**config.mk**
```make
export PLATFORM = sky130hd
export DESIGN_NAME = bhu_front_flat
export DESIGN_NICKNAME = d
export VERILOG_FILES = /design/src/rtl/bhu_pkg.sv /design/src/rtl/bhu_in_if.sv /design/src/rtl/bhu_front.sv /design/src/flat_wrapper.sv
export SDC_FILE = /design/constraint.sdc
export NUM_CORES = 1
export LEC_CHECK = 0
export BUFFER_PORTS_ARGS = -buffer_cell sky130_fd_sc_hd__clkbuf_2
export CAP_MARGIN = 20
export CORE_UTILIZATION = 45
export CTS_CLUSTER_DIAMETER = 120
export CTS_CLUSTER_SIZE = 28
export DETAILED_ROUTE_END_ITERATION = 7
export GPL_TIMING_DRIVEN = 0
export PLACE_DENSITY = 0.66
export SLEW_MARGIN = 20
export SYNTH_ARGS = -nofsm -noshare
export SYNTH_HDL_FRONTEND = slang
export SYNTH_SLANG_ARGS = --single-unit
```
**constraint.sdc**
```tcl
create_clock -name clk_i -period 11.4 [get_ports clk_i]
set_input_delay 2.28 -clock clk_i [delete_from_list [all_inputs] [get_ports clk_i]]
set_output_delay 2.28 -clock clk_i [all_outputs]
set_load 0.03 [all_outputs]
```
**src/rtl/bhu_pkg.sv**
```systemverilog
// shared types and constants of the butterfly history update block
package bhu_pkg;

  // field widths
  localparam int unsigned FUNC_BITS   = 2;
  localparam int unsigned SQUARE_BITS = 6;
  localparam int unsigned DEPTH_BITS  = 8;
  localparam int unsigned SCORE_BITS  = 16;
  localparam int unsigned BONUS_BITS  = 16;
  localparam int unsigned LIMIT_BITS  = 15;
  localparam int unsigned SCALE_BITS  = 11;
  localparam int unsigned OFFSET_BITS = 12;
  localparam int unsigned PROD_BITS   = SCALE_BITS + DEPTH_BITS;

  // score table geometry
  localparam int unsigned TABLE_DEPTH = 8192;
  localparam int unsigned ADDR_BITS   = $clog2(TABLE_DEPTH);

  // default entry width
  localparam int unsigned ENTRY_BITS_DEF = 16;

  // command queue depth, power of two
  localparam int unsigned QUEUE_DEPTH = 2;

  // configuration reset values
  localparam logic [LIMIT_BITS-1:0]  LIMIT_RESET  = 15'd16384;
  localparam logic [SCALE_BITS-1:0]  SCALE_RESET  = 11'd256;
  localparam logic [OFFSET_BITS-1:0] OFFSET_RESET = 12'd128;

  // configuration register indexes
  localparam logic [1:0] REG_HISTORY_LIMIT = 2'd0;
  localparam logic [1:0] REG_DEPTH_SCALE   = 2'd1;
  localparam logic [1:0] REG_DEPTH_OFFSET  = 2'd2;

  // largest score magnitude on the result channel
  localparam int SCORE_MAX = 32767;

  // operation codes
  localparam logic [FUNC_BITS-1:0] FUNC_READ     = 2'd0;
  localparam logic [FUNC_BITS-1:0] FUNC_REWARD   = 2'd1;
  localparam logic [FUNC_BITS-1:0] FUNC_PENALIZE = 2'd2;

  // classified command from front to back
  typedef struct packed {
    logic                          upd;
    logic [ADDR_BITS-1:0]          addr;
    logic signed [BONUS_BITS-1:0]  bonus;
    logic [LIMIT_BITS-1:0]         mag;
  } bhu_cmd_t;

endpackage

```
**src/rtl/bhu_in_if.sv**
```systemverilog
// request channel carrying one history operation
interface bhu_in_if;
  logic                               valid;
  logic                               ready;
  logic [bhu_pkg::FUNC_BITS-1:0]      func;
  logic                               side;
  logic [bhu_pkg::SQUARE_BITS-1:0]    from_square;
  logic [bhu_pkg::SQUARE_BITS-1:0]    to_square;
  logic [bhu_pkg::DEPTH_BITS-1:0]     depth;

  modport source (output valid, func, side, from_square, to_square, depth, input ready);
  modport sink   (input valid, func, side, from_square, to_square, depth, output ready);
endinterface

```
**src/rtl/bhu_front.sv**
```systemverilog
// front end: accepts requests, forms the clamped bonus and classifies them
module bhu_front (
  input  logic                            clk_i,
  input  logic                            rst_ni,
  input  logic                            enable_i,
  input  logic [bhu_pkg::LIMIT_BITS-1:0]  limit_i,
  input  logic [bhu_pkg::SCALE_BITS-1:0]  scale_i,
  input  logic [bhu_pkg::OFFSET_BITS-1:0] offset_i,
  bhu_in_if.sink                          item_i,
  output bhu_pkg::bhu_cmd_t               cmd_o,
  output logic                            cmd_valid_o,
  input  logic                            cmd_ready_i
);
  import bhu_pkg::*;

  localparam int unsigned RAW_BITS = PROD_BITS + 2;

  typedef enum logic [1:0] {
    F_IDLE,
    F_MUL,
    F_CLAMP
  } fstate_e;

  fstate_e state_q, state_d;

  logic [FUNC_BITS-1:0]  func_q;
  logic [ADDR_BITS-1:0]  addr_q;
  logic [DEPTH_BITS-1:0] depth_q;
  logic [PROD_BITS-1:0]  prod_q;

  logic                       accept;
  logic signed [RAW_BITS-1:0] raw;
  logic signed [RAW_BITS-1:0] lim_s;
  logic signed [RAW_BITS-1:0] clamped;
  logic signed [RAW_BITS-1:0] signed_bonus;
  logic signed [RAW_BITS-1:0] abs_bonus;

  assign item_i.ready = (state_q == F_IDLE) && enable_i;
  assign accept       = item_i.valid && item_i.ready;

  // next state
  always_comb begin
    state_d = state_q;
    case (state_q)
      F_IDLE:  if (accept) state_d = F_MUL;
      F_MUL:   state_d = F_CLAMP;
      F_CLAMP: if (cmd_ready_i) state_d = F_IDLE;
      default: state_d = F_IDLE;
    endcase
  end

  always_ff @(posedge clk_i or negedge rst_ni) begin
    if (!rst_ni) begin
      state_q <= F_IDLE;
    end else begin
      state_q <= state_d;
    end
  end

  // request capture and scaled depth
  always_ff @(posedge clk_i) begin
    if (accept) begin
      func_q  <= item_i.func;
      addr_q  <= {item_i.side, item_i.from_square, item_i.to_square};
      depth_q <= item_i.depth;
    end
    if (state_q == F_MUL) begin
      prod_q <= PROD_BITS'(scale_i * depth_q);
    end
  end

  // subtract offset and clamp to the limit
  always_comb begin
    raw   = signed'({2'b00, prod_q}) - signed'(RAW_BITS'(offset_i));
    lim_s = signed'(RAW_BITS'(limit_i));
    if (raw > lim_s) begin
      clamped = lim_s;
    end else if (raw < -lim_s) begin
      clamped = -lim_s;
    end else begin
      clamped = raw;
    end
    signed_bonus = (func_q == FUNC_PENALIZE) ? -clamped : clamped;
    abs_bonus    = clamped[RAW_BITS-1] ? -clamped : clamped;
  end

  assign cmd_valid_o = (state_q == F_CLAMP);
  assign cmd_o.upd   = (func_q == FUNC_REWARD) || (func_q == FUNC_PENALIZE);
  assign cmd_o.addr  = addr_q;
  assign cmd_o.bonus = signed_bonus[BONUS_BITS-1:0];
  assign cmd_o.mag   = abs_bonus[LIMIT_BITS-1:0];

endmodule

```
**src/flat_wrapper.sv**
```systemverilog
// flat-port wrapper written by rule: the top's interface ports become plain ports
module bhu_front_flat import bhu_pkg::*;
  (clk_i, rst_ni, enable_i, limit_i, scale_i, offset_i, cmd_o, cmd_valid_o, cmd_ready_i, item_i_valid, item_i_func, item_i_side, item_i_from_square, item_i_to_square, item_i_depth, item_i_ready);
  bhu_in_if item_i_i ();
  input  logic clk_i;
  input  logic rst_ni;
  input  logic enable_i;
  input  logic [bhu_pkg::LIMIT_BITS-1:0] limit_i;
  input  logic [bhu_pkg::SCALE_BITS-1:0] scale_i;
  input  logic [bhu_pkg::OFFSET_BITS-1:0] offset_i;
  output bhu_pkg::bhu_cmd_t cmd_o;
  output logic cmd_valid_o;
  input  logic cmd_ready_i;
  input wire logic [$bits(item_i_i.valid)-1:0] item_i_valid;
  input wire logic [$bits(item_i_i.func)-1:0] item_i_func;
  input wire logic [$bits(item_i_i.side)-1:0] item_i_side;
  input wire logic [$bits(item_i_i.from_square)-1:0] item_i_from_square;
  input wire logic [$bits(item_i_i.to_square)-1:0] item_i_to_square;
  input wire logic [$bits(item_i_i.depth)-1:0] item_i_depth;
  output wire logic [$bits(item_i_i.ready)-1:0] item_i_ready;
  assign item_i_i.valid = item_i_valid;
  assign item_i_i.func = item_i_func;
  assign item_i_i.side = item_i_side;
  assign item_i_i.from_square = item_i_from_square;
  assign item_i_i.to_square = item_i_to_square;
  assign item_i_i.depth = item_i_depth;
  assign item_i_ready = item_i_i.ready;
  bhu_front u_core (.clk_i(clk_i), .rst_ni(rst_ni), .enable_i(enable_i), .limit_i(limit_i), .scale_i(scale_i), .offset_i(offset_i), .item_i(item_i_i), .cmd_o(cmd_o), .cmd_valid_o(cmd_valid_o), .cmd_ready_i(cmd_ready_i));
endmodule
```
After elaboration in Yosys (flattened, before gate mapping):

Cells that the tools add are included.

* memories: 0
* bits of input ports: 66
* register bits after elaboration: 44
* bits in latches: 0
* ROM bits: 0
* output and inout bits: 47
* bits in writable memories: 0

* eq/ne operators: 6
* muxes and demuxes: 7
* $mul: 1
* shifts and indexed selects: 0
* bitwise operators: 0
* reduce and logical (&&, ||, !) cells: 5
* $add $sub $neg: 3
* div/mod/pow operators: 0
* order comparisons: 2

Operators with widths (count)
* 21-bit 2-to-1 mux: 2
* 21-bit by 16-bit > comparator with 1-bit output: 1
* 21-bit < comparator: 1
* 15-bit negator with 21-bit output: 1
* 19-bit by 12-bit subtractor with 20-bit output: 1
* 11-bit by 8-bit multiplier with 19-bit output: 1
* 16-bit 2-to-1 mux: 1
* 16-bit negator: 1
* 15-bit 2-to-1 mux: 1
* 2-bit case mux with 3 select lines: 1
* 2-bit by 1-bit equality test with 1-bit output, second input constant: 2
* 2-bit equality test, second input constant: 2
* 2-bit 2-to-1 mux: 2
* 2-bit by 1-bit != test with 1-bit output, second input constant: 2
* 1-bit logical AND: 2
* 2-bit logical NOT: 1
* 2-bit AND reduction: 1
* 1-bit logical OR: 1

Longest topological paths before layout:

* depth in word-level cells: 6
* gate-level depth with buffers: 29
* gate-level depth less buffers: 25

Least setup slack after synthesis:

No wires, ideal clock.

* path type: input to output
* start: in offset_i[0] in the netlist's numbering
* end: out cmd_o[12] in the netlist's numbering
* stages: 25
* setup slack: 0.853 ns
* arrival time: 8.267 ns
* path through: ha_1 -> inv_1 -> fa_1 -> a211oi_1 -> nor3_1 -> o21ai_1 -> nand2_1 -> a2111oi_0 -> xor2_1 -> ha_1 -> nand4_1 -> nor2_1 -> a221oi_1 -> o21ai_0 -> o41ai_2 -> clkbuf_1 -> buf_2 -> clkbuf_1 -> a31o_2 -> ha_1 -> o221ai_1 -> or4b_1 -> buf_4 -> o41ai_2 -> xor2_1

RTL lines
* start, declared: RTL line flat_wrapper.sv:10 `input logic [bhu_pkg::OFFSET_BITS-1:0] offset_i;`
* end, declared: RTL line flat_wrapper.sv:11 `output bhu_pkg::bhu_cmd_t cmd_o;`

==> metrics.md <==
| Metric | Value |
|---|---|
| Root buf cell | clkbuf_16 |
| Wire per inst | about 14 um |
| Post-placement setup slack | -0.5131 ns |
| Drt pass-1 iters | 4 |
| Detail Placement HPWL | about 14000 um |
| Synth Area in Simple Gates | between 15 and 20% |
| Total GRT Usage | between 10% and 20% |
| Post-synth EDFFs | 42 |
| CTS tree | built |
| Final hold violation count | 0 |
| Final Skew | 0.006753 ns |
| CTS Buffer Depth | 2 |
| Tcrit/Tclk final | between 90% and 100% |
| Final hold slack | between 0.5 and 0.6 ns |
| Register area | 1311 um2 |
| Sink Count | between 40 and 50 |
| Final ANT Viol Nets | 0 |
| First-pass GRT wire length | between 20000 and 30000 um |
| Setup CP Type | primary input to output port |
| Layout Utilization | a little over half |
| Placed Area | 8010 um2 |
| Fin cells | ~1100 |
| Area occupied by multi-input gates | between 5000 and 6000 um2 |
| Top Ports | around 110 |
| Core area | approximately 15000 um2 |
| Unrepaired setup endpoints after global routing | no |
| Xor and xnor area share after synthesis | 7.200% |
| Inst Count DP | between 1000 and 1500 |
| Critical path's top delay family | compound AO/OA/AOI/OAI gates |
| NumNets Final | around 1100 |
| PwrDens | ~140 nW/um2 |
| Drt total wl | between 15000 and 20000 um |
| Synthesized cell area | 7177 um2 |
| Worst Max-Slew Pin Slew | 1.040 ns |
| Clock Latency Late Sink | between 0.2 and 0.3 ns |
| Share of layout cells above drive strength 1 | 17.92% |
| Remaining DRCs | 0 |
| Initial antenna violation count | 0 |
| Vias in the first global route | about 5700 |
| FMAX | just over 0.09 GHz |
| Most used flip-flop cell after synthesis | edfxtp_1 |
| Top cell by count, worst path | ha_1 |
| Syn. warnings | 0 |
| R2R Setup Slk | ~5.7 ns |
| Slowest-stage cell, CP | or4b_1 |
| Via density | about 5.2 |
| Avg Inst Size Synth | roughly 8.9 um2 |
| Clk pin slew, worst setup/hold paths | roughly 0.060 ns |
| CP Data Required Time | slightly above 9 ns |
| Post-synthesis compound-gate area fraction | approximately 17% |
| Commonest non-fill, non-tap cell in the layout | inv_1 |
| Commonest non-fill, non-tap cells in the layout | inv_1, clkbuf_2, ha_1 |
| Min cycle time layout | between 10 and 15 ns |
| Critical Path End Type | output port |
| DR iter-0 viols | 220 |
| Sum of negative setup slack | 0 ns |
| Fin area | between 8000 and 9000 um2 |
| Yosys cell types | 75 |
| Synth Instances | about 800 |
| Static Leak | between 3 and 4 nW |
| Aggregate global routing overflow | 0 |
| Area share of fa/ha/maj cells after synthesis | 30.51% |
| CTS Buf Count | 5 |
| Ys async rst share | between 4 and 5% |
| Filler Cell Count | ~1400 |
| Die W | about 130 um |
| Starting Density | 46.69% |
| Number of max-slew violations in the final report | 0 |
| CP max FO | 10 |
| Port bufs | roughly 110 |
| H-tree depth | 2 |
| Pwr Total | ~1.2 mW |
| Max Cap Viol | 0 |
| Buf+Inv Stages, Crit Path | 6 |
| Die area | roughly 16000 um2 |
| Worst relative slew slack | a little under a third |
| Worst setup margin | roughly 0.4 ns |
| CP max stage delay | around 0.49 ns |
| Worst Hold Class | flip-flop to flip-flop |
| Seq/Total Area, Yosys | a little under a fifth |
| Gpl congestion | between 0.8 and 0.9 |
| Critical Path Source Type | primary input |
| DR vias | about 5900 |
| Crit path DAT | just under 9 ns |
| VDD IR max | 0.0001066 V |
| # diodes | 0 |
| Mapped Nets | slightly above 1000 |
| Mux share of post-synthesis cell area | under 10% |
| Combinational family with the most area after synthesis | adder cells |
| Maximum number of pins on one net before global-route repair | 24 |
| # rows | between 40 and 50 |
| Final setup fails | 0 |
| Chip Height | roughly 130 um |
| Yosys reg bits | 44 |
| Area Growth Syn to Fin | 14.92% |
| Hold_buf cts | 0 |
| Status | complete, no violations |
flip-flops by register name (all words and copies together), names as in the netlist:
signal / flops
u_core.addr_q: 13
u_core.depth_q: 8
u_core.func_q: 2
u_core.prod_q: 19
u_core.state_q: 2
routing by layer:
| layer | up-vias | track usage [%] | part of all wire, % |
|---|---|---|---|
| met5 | - | 0 | 0 |
| met4 | 0 | 4.083 | 0.94 |
| met3 | 12 | 1.503 | 3.7 |
| met2 | 127 | 35.45 | 50 |
| met1 | 2761 | 25.01 | 46 |
| li1 | 3038 | - | - |
cells in the mapped netlist, drive strengths merged, types with 3 or more instances:
master   number  area, um2
a2111oi       3      26.28
a211oi       13      102.6
a21boi        5      37.54
a21o         12      90.09
a21oi        23      115.1
a22o          3      35.04
a31o          3      26.28
a41oi         3      33.79
and2         55      344.1
and3          5      31.28
buf           7      46.29
clkbuf       18      67.56
edfxtp       42       1261
fa           55       1101
ha           87       1089
inv         112      420.4
mux2          3      33.78
mux2i         8      80.08
nand2        77      289.0
nand2b        5      31.28
nand3        11      55.05
nand4         7      43.79
nor2         36      135.1
nor2b        11      68.82
nor3         12      60.06
nor3b         4      30.03
nor4          4      25.02
o211ai        6      45.04
o21ai        46      234.0
o2bb2ai       5      43.79
o31ai         9      67.56
o41ai        10      140.1
or2          10      65.06
or3           4      30.03
or4           3      26.27
xnor2        41      359.1
xor2         18      157.7
layout make-up:
cell class / instances / area share, %
inverter: 112 / 5.097
clock inverter: 3 / 0.5613
clock buffer: 5 / 1.517
buffer: 25 / 1.471
multi-input combinational: 628 / 65.11
timing repair buffer: 115 / 7.145
sequential: 44 / 15.90
tap: 211 / 3.201
final timing paths:
check	endpoint	from	cells past startpoint
setup / recovery	cmd_o[14]	offset_i[0]	28
hold / removal	u_core.prod_q[0]	u_core.depth_q[0]	1
setup reg to reg	u_core.prod_q[17]	u_core.depth_q[4]	20
hold reg to reg	u_core.prod_q[0]	u_core.depth_q[0]	1
max in group asynchronous	u_core.state_q[1]	rst_ni	1
min in group asynchronous	u_core.state_q[0]	rst_ni	1
report_power, final:
group / internal [mW] / total (mW) / switching [mW]
Clock: 0.104 / 0.166 / 0.0623
Combinational: 0.322 / 0.777 / 0.454
Sequential: 0.221 / 0.232 / 0.0113
Total: 0.647 / 1.18 / 0.528
cell families after synthesis:
| family | count (synthesis) |
|---|---|
| flip-flops | 44 |
| buffers and inverters | 137 |
| multiplexers | 11 |
| XOR/XNOR | 59 |
| adder cells (fa/ha/maj) | 142 |
| AO/OA/AOI/OAI | 164 |
| AND/OR/NAND/NOR | 252 |
timing repair:
action,in CTS,in global routing
setup endpoints to repair,10,8
pin swaps,0,2
resized for setup,5,10
setup buffers,0,3
Power figures use the tool's default switching activity.
