`config.mk`:
```
export PLATFORM = sky130hd
export DESIGN_NAME = bhu_queue
export DESIGN_NICKNAME = d
export VERILOG_FILES = /design/src/rtl/bhu_pkg.sv /design/src/rtl/bhu_queue.sv
export SDC_FILE = /design/constraint.sdc
export NUM_CORES = 1
export LEC_CHECK = 0
export ABC_CLOCK_PERIOD_IN_PS = 7300
export BUFFER_PORTS_ARGS = -buffer_cell sky130_fd_sc_hd__buf_2
export CORE_UTILIZATION = 40
export CTS_CLUSTER_SIZE = 12
export DETAILED_ROUTE_END_ITERATION = 10
export PLACE_DENSITY = 0.61
export SLEW_MARGIN = 5
export SYNTH_ARGS = -nofsm -noshare
export SYNTH_HDL_FRONTEND = slang
export SYNTH_SLANG_ARGS = --single-unit
```
`constraint.sdc`:
```
create_clock -name clk_i -period 7.3 [get_ports clk_i]
set_input_delay 0.365 -clock clk_i [delete_from_list [all_inputs] [get_ports clk_i]]
set_output_delay 0.365 -clock clk_i [all_outputs]
set_load 0.01 [all_outputs]
```
`src/rtl/bhu_pkg.sv`:
```
// shared types and constants of the butterfly history update block
package bhu_pkg;

  // field widths
  localparam int unsigned FUNC_BITS   = 2;
  localparam int unsigned SQUARE_BITS = 6;
  localparam int unsigned DEPTH_BITS  = 8;
  localparam int unsigned SCORE_BITS  = 16;
  localparam int unsigned BONUS_BITS  = 16;
  localparam int unsigned LIMIT_BITS  = 15;
  localparam int unsigned SCALE_BITS  = 11;
  localparam int unsigned OFFSET_BITS = 12;
  localparam int unsigned PROD_BITS   = SCALE_BITS + DEPTH_BITS;

  // score table geometry
  localparam int unsigned TABLE_DEPTH = 8192;
  localparam int unsigned ADDR_BITS   = $clog2(TABLE_DEPTH);

  // default entry width
  localparam int unsigned ENTRY_BITS_DEF = 16;

  // command queue depth, power of two
  localparam int unsigned QUEUE_DEPTH = 2;

  // configuration reset values
  localparam logic [LIMIT_BITS-1:0]  LIMIT_RESET  = 15'd16384;
  localparam logic [SCALE_BITS-1:0]  SCALE_RESET  = 11'd256;
  localparam logic [OFFSET_BITS-1:0] OFFSET_RESET = 12'd128;

  // configuration register indexes
  localparam logic [1:0] REG_HISTORY_LIMIT = 2'd0;
  localparam logic [1:0] REG_DEPTH_SCALE   = 2'd1;
  localparam logic [1:0] REG_DEPTH_OFFSET  = 2'd2;

  // largest score magnitude on the result channel
  localparam int SCORE_MAX = 32767;

  // operation codes
  localparam logic [FUNC_BITS-1:0] FUNC_READ     = 2'd0;
  localparam logic [FUNC_BITS-1:0] FUNC_REWARD   = 2'd1;
  localparam logic [FUNC_BITS-1:0] FUNC_PENALIZE = 2'd2;

  // classified command from front to back
  typedef struct packed {
    logic                          upd;
    logic [ADDR_BITS-1:0]          addr;
    logic signed [BONUS_BITS-1:0]  bonus;
    logic [LIMIT_BITS-1:0]         mag;
  } bhu_cmd_t;

endpackage

```
`src/rtl/bhu_queue.sv`:
```
// short command queue between front and back
module bhu_queue (
  input  logic              clk_i,
  input  logic              rst_ni,
  input  logic              push_valid_i,
  input  bhu_pkg::bhu_cmd_t push_data_i,
  output logic              push_ready_o,
  output logic              pop_valid_o,
  output bhu_pkg::bhu_cmd_t pop_data_o,
  input  logic              pop_ready_i
);
  import bhu_pkg::*;

  localparam int unsigned PTR_BITS = $clog2(QUEUE_DEPTH);

  bhu_cmd_t             mem_q [QUEUE_DEPTH];
  logic [PTR_BITS-1:0]  wptr_q, rptr_q;
  logic [PTR_BITS:0]    count_q;
  logic                 push, pop;

  assign push_ready_o = (count_q != (PTR_BITS+1)'(QUEUE_DEPTH));
  assign pop_valid_o  = (count_q != '0);
  assign push         = push_valid_i && push_ready_o;
  assign pop          = pop_valid_o && pop_ready_i;
  assign pop_data_o   = mem_q[rptr_q];

  // pointers and fill level
  always_ff @(posedge clk_i or negedge rst_ni) begin
    if (!rst_ni) begin
      wptr_q  <= '0;
      rptr_q  <= '0;
      count_q <= '0;
    end else begin
      if (push) wptr_q <= wptr_q + 1'b1;
      if (pop)  rptr_q <= rptr_q + 1'b1;
      if (push && !pop) begin
        count_q <= count_q + 1'b1;
      end else if (pop && !push) begin
        count_q <= count_q - 1'b1;
      end
    end
  end

  // storage
  always_ff @(posedge clk_i) begin
    if (push) begin
      mem_q[wptr_q] <= push_data_i;
    end
  end

endmodule

```
## After elaboration in Yosys (flattened, before gate mapping)

Memories as Yosys holds them, arrays and structs flattened.
Cells that the tools add are included.

| storage, ports and cells | value |
|---|---|
| output and inout port bits | 47 |
| RAM bits | 90 |
| memories kept | 1 |
| register bits | 4 |
| bits of input ports | 49 |
| word-level logic and storage cells | 21 |

Memory list:

| memory | words | width | rd ports | clocked after memory_dff | write ports | RTL line | RTL |
|---|---|---|---|---|---|---|---|
| mem_q | 2 | 45 | 1 | 0 | 1 | bhu_queue.sv:16 | `bhu_cmd_t mem_q [QUEUE_DEPTH];` |

| cells by class | value |
|---|---|
| muxes and demuxes | 4 |
| reductions and logical operators | 8 |
| equal/unequal tests | 1 |
| add/sub/neg operators | 4 |

Operator list:

| operator | number |
|---|---|
| 1-bit logical AND | 4 |
| 2-bit 2-to-1 mux | 2 |
| 2-bit nonzero test | 2 |
| 1-bit adder (second input constant) | 2 |
| 2-bit by 1-bit adder with 2-bit output (second input constant) | 1 |
| 1-bit zero test | 2 |
| 1-bit 2-to-1 mux | 2 |
| 2-bit inequality test (second input constant) | 1 |
| 2-bit by 1-bit subtractor with 2-bit output (second input constant) | 1 |

## Longest topological paths before layout

Gate-level depths: netlist (run 1).

| depth | value |
|---|---|
| word-level depth | 6 |
| gate-level depth with buffers | 7 |

## Least setup slack after synthesis (run 1)

No wires, ideal clock.

| timing path | value |
|---|---|
| kind | reg-to-reg |
| start point | register count_q[0] |
| end point | memory mem_q[0][0] (netlist bit) (enable) |
| library setup time | 0.448 ns |
| arrival | 2.591 ns |
| buffers on the path | 0 |
| cell stages (with the launch flop) | 4 |
| data required time | 6.852 ns |
| path slack | 4.261 ns |
| cell sequence | dfrtp_1 nand2b_1 nand2_1 nor2_1 |

| on the way | value |
|---|---|
| longest elaborated chain between the ends | 4 |

RTL lines:

| item | RTL line | RTL |
|---|---|---|
| start: declaration | bhu_queue.sv:18 | `logic [PTR_BITS:0] count_q;` |
| start signal: assignment | bhu_queue.sv:37 | `count_q <= count_q + 1'b1;` |
| start signal: assignment | bhu_queue.sv:39 | `count_q <= count_q - 1'b1;` |
| 2-bit inequality test | bhu_queue.sv:21 | `assign push_ready_o = (count_q != (PTR_BITS+1)'(QUEUE_DEPTH));` |
| named net push_ready_o | bhu_queue.sv:7 | `output logic push_ready_o,` |
| 1-bit logical AND | bhu_queue.sv:23 | `assign push = push_valid_i && push_ready_o;` |
| 1-bit 2-to-1 mux | bhu_queue.sv:46 | `if (push) begin` |
| 1-bit 2-to-1 mux (not written as such) | bhu_queue.sv:47 | `mem_q[wptr_q] <= push_data_i;` |
| end: declaration | bhu_queue.sv:16 |  |

The timed path passes the listed nets, and every way through them passes these cells.

==> impl_results.md, run 1 <==
- Setup repair bufs after CTS: 0
- Transition at the pin with the smallest max-transition slack: roughly 1100 ps
- Syn-to-layout area delta: 19.6%
- Worst rel slew slack: between 20% and 30%
- DRC Markers: 0
- Count of pins on the block boundary: 96
- Startpoint type of the worst setup path: flip-flop
- Largest area contributor in the synthesized netlist: edfxtp_1
- Final Max Slew Viols: 0
- Buffer and inverter count on the worst path: 2
- Endpoint class of the critical path: output pin
- Total of max-cap violations: 0
- Pin count of the biggest net entering global routing: 46
- Level count of the clock H-tree: 3
- Core outline area: between 8000 and 9000 µm²
- Worst Skew: approximately 12 ps
- RSZ-0062 raised after global routing: false
- Overall via count from detail_route: 1770
- Total power: 0.00165 W
- Vias per std cell: roughly 4.7
- Peak supply drop: between 300 and 400 µV
- Maximum net fanout on the critical path: 40
- Register clock-pin slew on the reported worst setup and hold paths: about 90 ps
- Synth Instances: approximately 160
- Multi-input gate area in the final layout: between 700 and 800 µm²
- Hold Violations, Final: 0
- Mean instance size in the synthesized netlist: ~23 µm²
- Number of global-route vias before repair: around 1900
- Vertical die dimension: around 100 µm
- Reg-to-reg slack, setup: roughly 5400 ps
- Number of antenna violations at the first check in global routing: 0
- Class of the tightest hold or removal check: primary input to flip-flop
- Sequential share of the synthesized area: between 70% and 80%
- Setup CP Type: flip-flop to output pin
- Data required, critical path: 6930 ps
- Starting utilization of the core area: between 40% and 50%
- Achievable clock frequency: approximately 420 MHz
- Post-synth cell types: 15
- Area of placed instances: 4190 µm²
- Number of nets with antenna violations after detailed routing: 0
- TritonCTS Buffers: 9
- Largest stage delay on the critical path: 620 ps
- Final setup viols: 0
- Die Outline Area: around 9500 µm²
- Outcome: finished clean
- Detailed router's first-iteration violation count: 76
- GRT Residual Overflow: 0
- Critical path arrival: just over 2000 ps
- Sum Neg Setup Slack: 0 ps
- Site row count: 34
- Final non-filler cell area: about 4400 µm²
- Initial DRT Pass Iterations: 4
- Root Buffer Master: clkbuf_8
- Clock latency on the worst-skew pair: around 340 ps
- Die outline width: 97.4 µm
- Clock tree from TritonCTS: done
- Filler cells: around 750
- Top area cells in the synthesized netlist: edfxtp_1 74%, mux2_4 16%, dfrtp_1 2.7%, buf_12 2.2%, mux2_2 1.9%
- Synthesis-stage register bit count: 94
- Total inserted antenna cells: 0
- Final Critical Period: 2390 ps
- Power Density: roughly 380 nW/µm²
- Synthesis Warnings: 0
- Detail Placement HPWL: around 3700 µm
- Port-buffer cells: between 90 and 100
- Total area of sequential cells: between 2000 and 3000 µm²
- Crit-path slowest cell: buf_4
- Core occupancy in the finished layout: around 50%
- Category of cells accounting for the largest share of critical-path delay: buffers and inverters
- Routed Wire Length: 5890 µm
- Worst-path cell chain: buf_4 > mux2_2 > buf_2
- Largest buffer count on any clock path: 2
- Nets: between 300 and 400
- First-pass GRT wire length: between 9000 and 10000 µm
- Static power due to leakage: 1.74 nW
- Overall Global Routing Usage: 12.9%
- Most frequent cells in the layout: 95 x buf_2, 90 x edfxtp_1, 39 x mux2_4
- Net count after synthesis: roughly 210
- Count of clock tree sinks: 94
- Most common library cell in the layout ignoring fill and taps: buf_2
- Synthesized cell area: between 3000 and 4000 µm²
- Share of layout cells above drive strength 1: between 50 and 60%
- Final GP Congestion: 0.653
- Share of the clock period used by the worst path: 32.7%
- Synth top area share: between 70% and 80%
- Average routed wire per standard cell: between 15 and 20 µm
==> final timing paths <==
path / startpoint / endpoint / depth (start not counted)
worst max-delay path: rptr_q / pop_data_o[30] / 3
worst min-delay path: push_data_i[13] / mem_q[1][13] / 1
worst max register to register: count_q[0] / mem_q[1][1] / 2
worst min register to register: count_q[1] / count_q[1] / 1
max in group asynchronous: rst_ni / rptr_q / 2
min in group asynchronous: rst_ni / count_q[1] / 2
==> what timing repair did <==
item / in CTS / in global routing
endpoints found under the hold margin: 4 / 0
gates resized for setup: 0 / 0
hold buffers: 1 / 0
==> metrics by stage <==
stage	worst slack (ps)	std cells	hold WS (ps)
finish	4910	375	202
global route	4810	375	181
floorplan	4260	158	69.4
global placement	5270	358	177
detailed placement	5260	358	181
CTS	4870	375	185
==> sequential cells by signal (all words and copies together) (netlist names) <==
signal and flops:
count_q 2, mem_q 90, rptr_q 1, wptr_q 1
==> routing by layer <==
| metal | vias to the layer above | track usage (%) | routed length (µm) |
|---|---|---|---|
| met3 | 13 | 3.67 | 337 |
| met4 | 0 | 6.45 | 144 |
| met5 | - | 0 | 0 |
| met1 | 869 | 15.8 | 2630 |
| met2 | 68 | 20.8 | 2780 |
| li1 | 820 | - | - |
==> worst reg2reg max path, delay by kind of cell, from the launching register on <==
| kind | cells | cell delay (ps) |
|---|---|---|
| DFF | 1 | 430 |
| and+or+nand+nor | 2 | 1110 |
==> cells in the mapped netlist, drive strengths merged <==
master   n
dfrtp    4
inv      1
and3     1
xnor2    3
edfxtp  90
buf      5
nand2b   1
mux2    45
ha       1
nor2     2
or2      1
xor2     2
nand2    2
==> cell families (layout without fill, tap and decap cells) <==
logic type               after synthesis  count (layout)  synth area share [%]
flip-flops                            94              94                  77.0
multiplexers                          45              45                  17.9
AND/OR/NAND/NOR                        7               7                 0.928
buffers and inverters                  6             115                  2.61
XOR/XNOR                               5               5                  1.20
adder cells (fa/ha/maj)                1               1                 0.344
==> where the power goes <==
group,switching (W),internal [W],total (W)
combinational,0.000282,0.000291,0.000573
sequential,0.0000440,0.000741,0.000785
clock,0.000166,0.000123,0.000289
==> area by class of cell <==
cell class	count	area share, %
flip-flops and latches	94	64.4
multi-input cells	58	17.3
repair buffers	98	11.5
clock buffers	12	3.10
well taps	108	3.10
clock inverters	4	0.546
inverters	1	0.0862
Power figures use the tool's default switching activity.
==> run 2: changes to the inputs <==
- ABC_AREA: not set -> 1
- ABC_CLOCK_PERIOD_IN_PS: 7300 -> 2200
- PLACE_DENSITY: 0.61 -> 0.62
- clock period: 7.3 -> 2.2 ns (I/O delays scaled with it)
==> impl_results.md, run 2 <==
- Site row count: 33
- Cells after DPL: 460
- Mean instance size in the synthesized netlist: 13.5 µm²
- Number of flip-flops in the largest register: 90
- Critical path arrival: 1510 ps
- Logic depth of the worst setup path including buffers: 5
- Syn-to-layout area delta: 34.7%
- Final GP Congestion: about 0.71
- Nets: roughly 460
- Filler cells: about 690
- GRT Residual Overflow: 0
- Endpoint class of the critical path: output pin
- Most common library cell in the layout ignoring fill and taps: nand2_1
- Share of layout cells above drive strength 1: around 29%
- Setup CP Type: flip-flop to output pin
- Level count of the clock H-tree: 3
- Top area cells in the synthesized netlist: edfxtp_1 76%, nand2_1 15%, dfrtp_1 2.8%, buf_12 2.3%, inv_1 0.64%
- Worst Skew: 7.34 ps
- Startpoint type of the worst setup path: flip-flop
- Peak supply drop: roughly 740 µV
- Core outline area: between 8000 and 9000 µm²
- Pin count of the biggest net entering global routing: 47
- Outcome: finished clean
- Multi-input gate area in the final layout: around 620 µm²
- Core occupancy in the finished layout: a little under three fifths
- Maximum net fanout on the critical path: 33
- Worst R2R Path Depth: 5
- Synthesis Warnings: 0
- TritonCTS Buffers: 9
- Class of the tightest hold or removal check: primary input to flip-flop
- Synth Instances: 263
- Buffer and inverter count on the worst path: 3
- Setup repair bufs after CTS: 0
- Number of cells on the worst hold path: 3
- Most common flop cell mapped by yosys: edfxtp_1
- Largest registers: mem_q x90, count_q x2
- Number of nets with antenna violations after detailed routing: 0
- Most frequent cells in the layout: 144 x nand2_1, 95 x buf_2, 90 x edfxtp_1
- Detailed router's first-iteration violation count: 93
- Sum Neg Setup Slack: 0 ps
- RSZ-0062 raised after global routing: false
- Total area of sequential cells: 2800 µm²
- Static power due to leakage: between 2 and 2.5 nW
- Detail Placement HPWL: 4010 µm
- Number of instances resized during post-cts repair: 0
- Total inserted antenna cells: 0
- Die Outline Area: between 9000 and 10000 µm²
- Average routed wire per standard cell: ~13 µm
- DRC Markers: 0
- Total of max-cap violations: 0
- Synth top area share: approximately three quarters
- Power Density: around 1200 nW/µm²
- Crit-path slowest cell: dfrtp_2
- Largest stage delay on the critical path: between 400 and 500 ps
- Number of global-route vias before repair: 2247
- Largest area contributor in the synthesized netlist: edfxtp_1
- Share of the clock period used by the worst path: 73.7%
- Net count after synthesis: approximately 310
- Number of buffers added to fix hold violations after cts: 46
- Category of cells accounting for the largest share of critical-path delay: buffers and inverters
- Clock tree from TritonCTS: done
- Most frequent cell on the critical path: nand2_1
- Sequential share of the synthesized area: between 70% and 80%
- Routed Wire Length: 6800 µm
- Starting utilization of the core area: 42.3%
- Synthesis-stage register bit count: 94
- Data required, critical path: between 2000 and 2500 ps
- Count of pins on the block boundary: 96
- Fin worst setup slack: between 500 and 600 ps
- Overall Global Routing Usage: 15.7%
- Count of flip-flops with a built-in enable after synthesis: 90
- Most frequently used cell type in the post-synthesis netlist: nand2_1
- Count of clock tree sinks: 94
- Overall via count from detail_route: 2330
- Synthesized cell area: 3550 µm²
- Post-layout instance count excluding filler cells: around 520
- Final Max Slew Viols: 0
- Final setup viols: 0
- Port-buffer cells: 95
- Worst rel slew slack: between 60% and 70%
- Vertical die dimension: around 96 µm
- Initial DRT Pass Iterations: 6
- Vias per std cell: between 4 and 5
- Pre-CTS setup slack: 662 ps
- Post-synth cell types: 16
- Largest buffer count on any clock path: 2
- Achievable clock frequency: 617 MHz
- Worst-path cell chain: inv_2 > buf_12 > nand2_1 > nand2_1 > buf_2
- Die outline width: slightly below 100 µm
- Register with the highest flop count: mem_q
- Final Critical Period: around 1600 ps
- First-pass GRT wire length: 10400 µm
- Number of antenna violations at the first check in global routing: 0
- Hold Violations, Final: 0
- Root Buffer Master: clkbuf_8
- Register clock-pin slew on the reported worst setup and hold paths: 80 ps
- Share of async-settable or async-resettable flops after synthesis: between 4 and 5%
- Transition at the pin with the smallest max-transition slack: between 400 and 500 ps
- Clock latency on the worst-skew pair: 350 ps
- Top post-synthesis cells by count: 144 x nand2_1, 90 x edfxtp_1, 6 x inv_1
-- run 2: cell count changes in the layout (fill, tap and decap cells not counted), sizes merged, moves of 2 or more --
cell,change
mux2,-45
bufinv,+2
nand2,+143
dlygate4sd3,+45
xnor2,-2
nand3,+2
buf,+4
inv,+6
-- run 2: kinds of logic (layout without fill, tap and decap cells) --
logic type | Yosys count | after routing | synth area share (%)
simple gates | 150 | 150 | 16.1
fa+ha+maj | 1 | 1 | 0.353
flops | 94 | 94 | 79.0
xor+xnor | 2 | 2 | 0.494
buf+inv | 16 | 169 | 4.02
-- run 2: per-layer routing --
metal	up-vias	GRT usage, %	wire length, µm
li1	1173	-	-
met1	1081	18.8	2950
met2	64	27.5	3420
met3	12	2.92	281
met4	0	7.21	147
met5	-	0	0
-- run 2: worst paths after layout --
path	start	end	slack, ps
max	rptr_q	pop_data_o[25]	580
min	pop_ready_i	rptr_q	30
max reg2reg	count_q[0]	mem_q[0][26]	670
max in group asynchronous	rst_ni	rptr_q	1960
min in group asynchronous	rst_ni	count_q[1]	100
min reg2reg	count_q[0]	count_q[0]	520
-- run 2: tightest hold or removal path: stages --
cell and delay [ps]:
buf_2 100, nand3_1 70, nand2_1 60
-- run 2: cell type report --
type	instances	area share, %
clock buffer	11	2.75
clock inverter	4	1.52
inverter	7	0.550
multi-input combinational	153	12.9
sequential	94	58.7
tap	105	2.75
timing repair buffer	147	20.8
-- run 2: power by group --
group	switching (W)	total, W	internal, W	leakage [nW]
Sequential	0.000109	0.00256	0.00245	0.884
Combinational	0.00127	0.00198	0.000707	1.09
Clock	0.000542	0.00117	0.000633	0.0994
-- run 2: metrics by stage --
step	power [W]	area, µm²	hold WS (ps)
final	0.00571	4770	33.2
after global routing	0.00610	4770	64.2
after CTS	0.00578	4770	11.1
after detailed placement	0.00454	4110	-75.5
after global placement	0.00451	4110	-78.4
after floorplan	0.00388	3550	-186
